===== config.mk =====
export PLATFORM = sky130hd
export DESIGN_NAME = fifo_queue_with_value_purge_flat
export DESIGN_NICKNAME = d
export VERILOG_FILES = /design/src/fqvp_pkg.sv /design/src/fqvp_if.sv /design/src/fqvp_cell.sv /design/src/fqvp_chain.sv /design/src/fifo_queue_with_value_purge.sv /design/src/flat_wrapper.sv
export SDC_FILE = /design/constraint.sdc
export NUM_CORES = 2
export LEC_CHECK = 0
export BUFFER_PORTS_ARGS = -buffer_cell sky130_fd_sc_hd__buf_2
export CAP_MARGIN = 20
export CORE_ASPECT_RATIO = 0.9
export CORE_MARGIN = 5
export CORE_UTILIZATION = 45
export DETAILED_ROUTE_END_ITERATION = 6
export PLACE_DENSITY = 0.66
export SYNTH_ARGS = -nofsm -noshare
export SYNTH_HDL_FRONTEND = slang
export SYNTH_SLANG_ARGS = --single-unit
export TNS_END_PERCENT = 5

===== constraint.sdc =====
create_clock -name clk_i -period 5.9 [get_ports clk_i]
set_clock_uncertainty 0.2 [all_clocks]
set_input_delay 0.295 -clock clk_i [delete_from_list [all_inputs] [get_ports clk_i]]
set_output_delay 0.295 -clock clk_i [all_outputs]
set_load 0.02 [all_outputs]

===== src/fqvp_pkg.sv =====
// Shared types and constants for the FIFO queue with value purge.
package fqvp_pkg;

  // Default number of entries in the queue
  localparam int unsigned Depth = 128;

  // Payload widths fixed by the interface
  localparam int unsigned WordW   = 32;
  localparam int unsigned OpW     = 2;
  localparam int unsigned StatusW = 2;
  localparam int unsigned CountW  = 8;

  // Operation codes carried by a request
  typedef enum logic [OpW-1:0] {
    OP_ENQ   = 2'd0,
    OP_DEQ   = 2'd1,
    OP_PURGE = 2'd2
  } op_e;

  // Status codes carried by a response
  typedef enum logic [StatusW-1:0] {
    ST_OK    = 2'd0,
    ST_FULL  = 2'd1,
    ST_EMPTY = 2'd2
  } status_e;

  // Word returned by a dequeue from an empty queue
  localparam logic [WordW-1:0] EmptyWord = '1;

  // Per-cycle control broadcast along the chain of cells
  typedef struct packed {
    logic             shift;  // every cell not being written takes its upper neighbour's word
    logic             write;  // the selected cell loads data
    logic [WordW-1:0] data;
  } chain_ctl_t;

endpackage


===== src/fqvp_if.sv =====
// Request and response channel interfaces of the FIFO queue with value purge.
interface fqvp_req_if;
  logic                         valid;
  logic                         ready;
  logic [fqvp_pkg::OpW-1:0]     op;
  logic signed [fqvp_pkg::WordW-1:0] value;

  modport source (output valid, output op, output value, input ready);
  modport sink   (input valid, input op, input value, output ready);
endinterface

interface fqvp_rsp_if;
  logic                             valid;
  logic                             ready;
  logic [fqvp_pkg::StatusW-1:0]     status;
  logic signed [fqvp_pkg::WordW-1:0] data;
  logic [fqvp_pkg::CountW-1:0]      removed;
  logic [fqvp_pkg::CountW-1:0]      fill;

  modport source (output valid, output status, output data, output removed, output fill,
                  input ready);
  modport sink   (input valid, input status, input data, input removed, input fill,
                  output ready);
endinterface


===== src/fqvp_cell.sv =====
// One storage cell of the queue chain: holds a word, loads or shifts it.
module fqvp_cell (
  input  logic                           clk_i,
  input  fqvp_pkg::chain_ctl_t           ctl_i,
  input  logic                           sel_i,
  input  logic [fqvp_pkg::WordW-1:0]     nb_i,
  output logic [fqvp_pkg::WordW-1:0]     word_o
);

  logic [fqvp_pkg::WordW-1:0] word_q;

  // Load on a directed write, else take the neighbour's word on a shift
  always_ff @(posedge clk_i) begin
    if (ctl_i.write && sel_i) begin
      word_q <= ctl_i.data;
    end else if (ctl_i.shift) begin
      word_q <= nb_i;
    end
  end

  assign word_o = word_q;

endmodule


===== src/fqvp_chain.sv =====
// Row of queue cells; cell 0 holds the oldest entry.
module fqvp_chain #(
  parameter int unsigned DEPTH = fqvp_pkg::Depth,
  localparam int unsigned IdxW = $clog2(DEPTH)
) (
  input  logic                        clk_i,
  input  fqvp_pkg::chain_ctl_t        ctl_i,
  input  logic [IdxW-1:0]             wr_idx_i,
  output logic [fqvp_pkg::WordW-1:0]  head_o
);

  logic [fqvp_pkg::WordW-1:0] word [DEPTH];

  // Build the chain; each cell sees the word of the cell above it, the top cell sees zero
  for (genvar i = 0; i < DEPTH; i++) begin : g_cell
    logic [fqvp_pkg::WordW-1:0] nb;
    logic                       sel;

    if (i == DEPTH - 1) begin : g_top
      assign nb = '0;
    end else begin : g_mid
      assign nb = word[i+1];
    end

    assign sel = (wr_idx_i == IdxW'(i));

    fqvp_cell u_cell (
      .clk_i  (clk_i),
      .ctl_i  (ctl_i),
      .sel_i  (sel),
      .nb_i   (nb),
      .word_o (word[i])
    );
  end

  assign head_o = word[0];

endmodule


===== src/fifo_queue_with_value_purge.sv =====
// Top level of the FIFO queue with value purge.
//
// A request carries op and value on the req channel; every request yields
// exactly one response (status, data, removed, fill) on the rsp channel.
// Both channels use valid/ready; a request is taken when both are high.
// Entries sit in a row of cells, the oldest in cell 0.
// Enqueue and dequeue complete in the cycle they are taken: the response
// is registered and visible in the next cycle, so these run at one request
// per cycle while the receiver keeps up.
// A purge walks the stored entries one per cycle: each cycle the head word
// leaves cell 0 and, unless it matches, is written back at the tail.
// No request is taken during the walk.
// A new request is taken while the response register is empty or is being
// drained in the same cycle; a stalled receiver therefore holds off input.
// Reset empties the queue and the response register; the cell contents are
// not cleared and are never read before being written.
module fifo_queue_with_value_purge #(
  parameter int unsigned DEPTH = fqvp_pkg::Depth
) (
  input  logic             clk_i,
  input  logic             rst_ni,
  fqvp_req_if.sink         req,
  fqvp_rsp_if.source       rsp
);

  localparam int unsigned IdxW = $clog2(DEPTH);
  localparam int unsigned CntW = $clog2(DEPTH + 1);
  localparam logic [CntW-1:0] DepthCnt = CntW'(DEPTH);

  typedef enum logic {StIdle, StWalk} state_e;

  state_e                       state_q;
  logic [CntW-1:0]              count_q;
  logic [CntW-1:0]              steps_q;
  logic [CntW-1:0]              orig_q;
  logic [fqvp_pkg::WordW-1:0]   val_q;
  logic                         rsp_valid_q;
  logic [fqvp_pkg::StatusW-1:0] rsp_status_q;
  logic [fqvp_pkg::WordW-1:0]   rsp_data_q;
  logic [fqvp_pkg::CountW-1:0]  rsp_removed_q;
  logic [fqvp_pkg::CountW-1:0]  rsp_fill_q;

  fqvp_pkg::chain_ctl_t         ctl;
  logic [IdxW-1:0]              wr_idx;
  logic [fqvp_pkg::WordW-1:0]   head;
  logic                         acc;
  logic                         keep;
  logic [CntW-1:0]              count_m1;

  assign req.ready = (state_q == StIdle) && (!rsp_valid_q || rsp.ready);
  assign acc       = req.valid && req.ready;
  assign keep      = (head != val_q);
  assign count_m1  = count_q - CntW'(1);

  // Drive the chain for enqueue, dequeue and purge walk steps
  always_comb begin
    ctl       = '0;
    wr_idx    = count_q[IdxW-1:0];
    ctl.data  = req.value;
    unique case (state_q)
      StIdle: begin
        if (acc && req.op == fqvp_pkg::OP_ENQ && count_q < DepthCnt) begin
          ctl.write = 1'b1;
        end
        if (acc && req.op == fqvp_pkg::OP_DEQ && count_q != '0) begin
          ctl.shift = 1'b1;
        end
      end
      StWalk: begin
        if (steps_q != '0) begin
          ctl.shift = 1'b1;
          ctl.write = keep;
          ctl.data  = head;
          wr_idx    = count_m1[IdxW-1:0];
        end
      end
      default: ;
    endcase
  end

  fqvp_chain #(.DEPTH(DEPTH)) u_chain (
    .clk_i    (clk_i),
    .ctl_i    (ctl),
    .wr_idx_i (wr_idx),
    .head_o   (head)
  );

  // Hold state, fill level and the response register
  always_ff @(posedge clk_i or negedge rst_ni) begin
    if (!rst_ni) begin
      state_q       <= StIdle;
      count_q       <= '0;
      steps_q       <= '0;
      orig_q        <= '0;
      rsp_valid_q   <= 1'b0;
      val_q         <= '0;
      rsp_status_q  <= fqvp_pkg::ST_OK;
      rsp_data_q    <= '0;
      rsp_removed_q <= '0;
      rsp_fill_q    <= '0;
    end else begin
      if (rsp_valid_q && rsp.ready) begin
        rsp_valid_q <= 1'b0;
      end
      unique case (state_q)
        StIdle: begin
          if (acc) begin
            rsp_status_q  <= fqvp_pkg::ST_OK;
            rsp_data_q    <= '0;
            rsp_removed_q <= '0;
            rsp_fill_q    <= fqvp_pkg::CountW'(count_q);
            rsp_valid_q   <= 1'b1;
            priority if (req.op == fqvp_pkg::OP_ENQ) begin
              if (count_q < DepthCnt) begin
                count_q    <= count_q + CntW'(1);
                rsp_fill_q <= fqvp_pkg::CountW'(count_q + CntW'(1));
              end else begin
                rsp_status_q <= fqvp_pkg::ST_FULL;
              end
            end else if (req.op == fqvp_pkg::OP_DEQ) begin
              if (count_q != '0) begin
                count_q    <= count_m1;
                rsp_data_q <= head;
                rsp_fill_q <= fqvp_pkg::CountW'(count_m1);
              end else begin
                rsp_status_q <= fqvp_pkg::ST_EMPTY;
                rsp_data_q   <= fqvp_pkg::EmptyWord;
              end
            end else if (req.op == fqvp_pkg::OP_PURGE) begin
              // Start the walk; the response follows at its end
              rsp_valid_q <= 1'b0;
              val_q       <= req.value;
              steps_q     <= count_q;
              orig_q      <= count_q;
              state_q     <= StWalk;
            end else begin
              // Unused code: report the fill level, change nothing
              rsp_fill_q <= fqvp_pkg::CountW'(count_q);
            end
          end
        end
        StWalk: begin
          if (steps_q != '0) begin
            steps_q <= steps_q - CntW'(1);
            if (!keep) begin
              count_q <= count_m1;
            end
          end else begin
            rsp_status_q  <= fqvp_pkg::ST_OK;
            rsp_data_q    <= '0;
            rsp_removed_q <= fqvp_pkg::CountW'(orig_q - count_q);
            rsp_fill_q    <= fqvp_pkg::CountW'(count_q);
            rsp_valid_q   <= 1'b1;
            state_q       <= StIdle;
          end
        end
        default: state_q <= StIdle;
      endcase
    end
  end

  assign rsp.valid   = rsp_valid_q;
  assign rsp.status  = rsp_status_q;
  assign rsp.data    = rsp_data_q;
  assign rsp.removed = rsp_removed_q;
  assign rsp.fill    = rsp_fill_q;

  // Fill level never passes the capacity
  a_count_bound: assert property (@(posedge clk_i) disable iff (!rst_ni)
    count_q <= DepthCnt)
    else $error("fill level above capacity");

  // No request is taken during a purge walk
  a_walk_blocks: assert property (@(posedge clk_i) disable iff (!rst_ni)
    state_q == StWalk |-> !req.ready)
    else $error("request taken during purge walk");

  // Remaining walk steps never exceed the entries held
  a_steps_bound: assert property (@(posedge clk_i) disable iff (!rst_ni)
    state_q == StWalk |-> steps_q <= count_q && count_q <= orig_q)
    else $error("purge walk counters inconsistent");

  // An accepted enqueue into a queue with room grows it by one
  a_enq_grows: assert property (@(posedge clk_i) disable iff (!rst_ni)
    acc && req.op == fqvp_pkg::OP_ENQ && count_q < DepthCnt
    |=> count_q == $past(count_q) + CntW'(1))
    else $error("enqueue did not grow the queue");

  // The response register is not overwritten while still pending
  a_rsp_hold: assert property (@(posedge clk_i) disable iff (!rst_ni)
    acc |-> !rsp_valid_q || rsp.ready)
    else $error("response overwritten while pending");

endmodule

===== src/flat_wrapper.sv =====
// flat-port wrapper written by rule: the top's interface ports become plain ports
module fifo_queue_with_value_purge_flat 
#(
  parameter int unsigned DEPTH = fqvp_pkg::Depth
)
  (clk_i, rst_ni, req_valid, req_op, req_value, req_ready, rsp_valid, rsp_status, rsp_data, rsp_removed, rsp_fill, rsp_ready);
  fqvp_req_if req_i ();
  fqvp_rsp_if rsp_i ();
  input  logic clk_i;
  input  logic rst_ni;
  input wire logic [$bits(req_i.valid)-1:0] req_valid;
  input wire logic [$bits(req_i.op)-1:0] req_op;
  input wire logic [$bits(req_i.value)-1:0] req_value;
  output wire logic [$bits(req_i.ready)-1:0] req_ready;
  output wire logic [$bits(rsp_i.valid)-1:0] rsp_valid;
  output wire logic [$bits(rsp_i.status)-1:0] rsp_status;
  output wire logic [$bits(rsp_i.data)-1:0] rsp_data;
  output wire logic [$bits(rsp_i.removed)-1:0] rsp_removed;
  output wire logic [$bits(rsp_i.fill)-1:0] rsp_fill;
  input wire logic [$bits(rsp_i.ready)-1:0] rsp_ready;
  assign req_i.valid = req_valid;
  assign req_i.op = req_op;
  assign req_i.value = req_value;
  assign req_ready = req_i.ready;
  assign rsp_valid = rsp_i.valid;
  assign rsp_status = rsp_i.status;
  assign rsp_data = rsp_i.data;
  assign rsp_removed = rsp_i.removed;
  assign rsp_fill = rsp_i.fill;
  assign rsp_i.ready = rsp_ready;
  fifo_queue_with_value_purge #(.DEPTH(DEPTH)) u_core (.clk_i(clk_i), .rst_ni(rst_ni), .req(req_i), .rsp(rsp_i));
endmodule

==> summary.txt <==
Worst setup path
  • Crit path launch type: flip-flop
  • Cell Chain, Critical Path: xor2_1, nor4_1, nand4_1, or3b_4, buf_4, and3_1, buf_4, nand2b_1, buf_4
  • Worst Path Buf+Inv: 3
  • Largest stage delay, worst path: 0.81 ns
  • Worst EP arrival: 5.76 ns
  • Critical path type: flip-flop to flip-flop
  • Critical Path RT: 6.25 ns
  • Crit. End Element: flip-flop
  • Max stage delay cell, worst path: or3b_4
  • Crit path max-delay family: simple AND/OR/NAND/NOR gates
  • Worst Path Max Fanout: 44
  • Most used cell, CP: buf_4

Synthesis
  • Yosys top cell by area: edfxtp_1
  • Synth top area share: 0.677
  • Commonest cells in the synthesized netlist: edfxtp_1, mux2_2, clkbuf_1, mux2_1, nand2_1
  • Synth Instances: 10,194
  • Post-synth net total: 10,243
  • Yosys reg bits: 4,204
  • Mapped Area: 182,000 µm²
  • Synth unique cells: 77
  • Most common cell in the synthesized netlist: edfxtp_1
  • EDFF count, synth: 4,096
  • Register area share after synthesis: 0.692
  • Syn Area/Cell: 17.8 µm²
  • Area contributors post-synth: edfxtp_1, mux2_2, mux2_1
  • Post-synth top flop: edfxtp_1
  • Yosys warns: 0
  • Async S/R FF share, synth: 0.0257

Drt
  • DR pass1 iterations: 7
  • Vias per cell: 5.60
  • Final antenna-violating net count: 0
  • DR vias: 89,133
  • Drt wl/cell: 25.1 µm
  • DRC violations left: 0
  • Drt total wl: 399,000 µm
  • DR iter-0 viols: 8,022

Die
  • # rows: 221
  • Die ar.: 417,000 µm²
  • Area of the core: 403,000 µm²
  • Initial core utilization: 0.451
  • DIE WIDTH: 680 µm
  • Die height: 613 µm
  • I/O pin total: 90

Power and ir drop
  • Total Power: 0.120 W
  • Static Leak: 70.4 nW
  • Peak supply drop: 0.000461 V
  • PD cells: 593 nW/µm²

Clock network
  • CTS H-Tree Depth: 5
  • Num CTS Buffers: 420
  • CTS Sinks: 4,204
  • TritonCTS clock tree: yes
  • Reg clk slew, reported paths: 0.06 ns
  • Worst skew pair latency: 0.99 ns
  • Post-CTS Setup Bufs: 0
  • CTS Buffer Depth: 4
  • Clock root buffer master: clkbuf_16

Global route
  • Initial antenna violation count: 27
  • GRT Util Overall: 0.188
  • Largest net degree at the start of global routing: 129
  • Number of global-route vias before repair: 92,908
  • First-pass GRT wire length: 607,000 µm
  • Grt ovf: 0

Cells and area
  • Layout Utilization: 0.503
  • Nets: 10,245
  • Area Overhead vs Synth: 11.4%
  • Layout cells sized above 1: 0.454
  • Cell Count, Final, Fillers Out: 15,904

Place
  • Port bufs: 89
  • # placed instances: 15,022
  • Gpl congestion: 0.841
  • Hpwl dp: 236,000 µm

STA
  • Final hold violations: 0
  • Final setup violation count: 0
  • Post-route clock period utilization: 0.916
  • RSZ-0062 raised after global routing: no
  • Slew HR: 0.208
  • Final slew viol count: 0
  • Worst-Margin Slew: 1.19 ns
  • Tmin final: 5.41 ns
  • Max Freq: 185 MHz
  • Total Neg Setup Slack: 0 ns

Job
  • MaxCap Viol Count: 0

Worst hold path
  • Hold Crit Class: primary input to async pin

Status
  • Status: finished clean
[timing repair]
action	4_1_cts	5_1_grt
setup endpoints to repair	0	0
hold buffers	104	0
hold endpoints to repair	215	0
gates resized for setup	0	0
[layout make-up]
class | count | area [µm²]
fill | 32217 | 200000
clock inverter | 240 | 2330
multi-input combinational | 4986 | 51500
sequential | 4204 | 126000
clock buffer | 527 | 11100
inverter | 15 | 56.3
tap | 5352 | 6700
antenna | 11 | 27.5
timing repair buffer | 569 | 5000
[sequential cells by signal, indices dropped and copies added (netlist names)]
register	count
u_core.count_q	8
u_core.orig_q	8
u_core.rsp.data	32
u_core.rsp.fill	8
u_core.rsp.removed	8
u_core.rsp.status	2
u_core.rsp.valid	1
u_core.state_q	1
u_core.steps_q	8
u_core.u_chain.g_cell.u_cell.word_o	4096
u_core.val_q	32
[final timing paths]
path	start	end	slack (ns)	cells after the start
max in group asynchronous	rst_ni	u_core.count_q[0]$_DFFE_PN0P_	4.34	4
max reg2reg	u_core.u_chain.g_cell[0].u_cell.word_o[31]$_DFFE_PP_	u_core.u_chain.g_cell[104].u_cell.word_o[28]$_DFFE_PP_	0.49	9
max	u_core.u_chain.g_cell[0].u_cell.word_o[31]$_DFFE_PP_	u_core.u_chain.g_cell[104].u_cell.word_o[28]$_DFFE_PP_	0.49	9
min reg2reg	u_core.u_chain.g_cell[96].u_cell.word_o[11]$_DFFE_PP_	u_core.u_chain.g_cell[95].u_cell.word_o[11]$_DFFE_PP_	0.27	1
min in group clk_i	rsp_ready	u_core.rsp.valid$_DFF_PN0_	0.26	4
min	rst_ni	u_core.rsp.data[2]$_DFFE_PN0P_	0.23	4
[metal layers]
layer  vias to the layer above  GRT usage  wire length [µm]
met2                      2563      0.292            181000
met1                     46825      0.277            184000
met5                         -          0                 0
met4                         0     0.0532             11900
met3                       610     0.0260             22400
li1                      39135          -                 -
[per-stage QoR]
stage,worst slack [ns],instance area [µm²],hold slack (ns)
final,0.494,202000,0.231
after global placement,0.795,188000,0.0535
after detailed placement,0.734,188000,0.0605
after floorplan,1.43,182000,-0.201
after CTS,0.649,202000,0.173
after global routing,0.326,202000,0.230
[cell usage in the layout (no fill, tap or decap), types with 52 or more instances in the layout]
| cell | instances |
|---|---|
| nand2b_1 | 72 |
| and3_1 | 66 |
| mux2_1 | 457 |
| edfxtp_1 | 4096 |
| nor2_1 | 52 |
| clkinv_2 | 71 |
| clkbuf_16 | 422 |
| buf_12 | 53 |
| nand2_1 | 297 |
| buf_2 | 88 |
| o21ai_0 | 63 |
| mux2_2 | 3613 |
| dlygate4sd3_1 | 103 |
| buf_4 | 322 |
| clkbuf_1 | 93 |
| dfrtp_1 | 108 |
| clkinv_1 | 96 |
[cells by family after synthesis]
| family | synth area share |
|---|---|
| flip-flops | 0.692 |
| multiplexers | 0.252 |
| buffers and inverters | 0.0266 |
| AND/OR/NAND/NOR | 0.0209 |
| AO/OA/AOI/OAI | 0.00513 |
| XOR/XNOR | 0.00231 |
| adder cells (fa/ha/maj) | 0.000799 |
[power breakdown]
part	internal, W	switching (W)	total [W]
registers	0.0549	0.00496	0.0599
logic	0.0134	0.0205	0.0339
clock network	0.0147	0.0115	0.0262
total	0.0831	0.0369	0.120
[worst min-delay path: cells and delay by family]
family	cells	cell delay, ns
buffers and inverters	4	1.47
(Power assumes the default switching activity.)
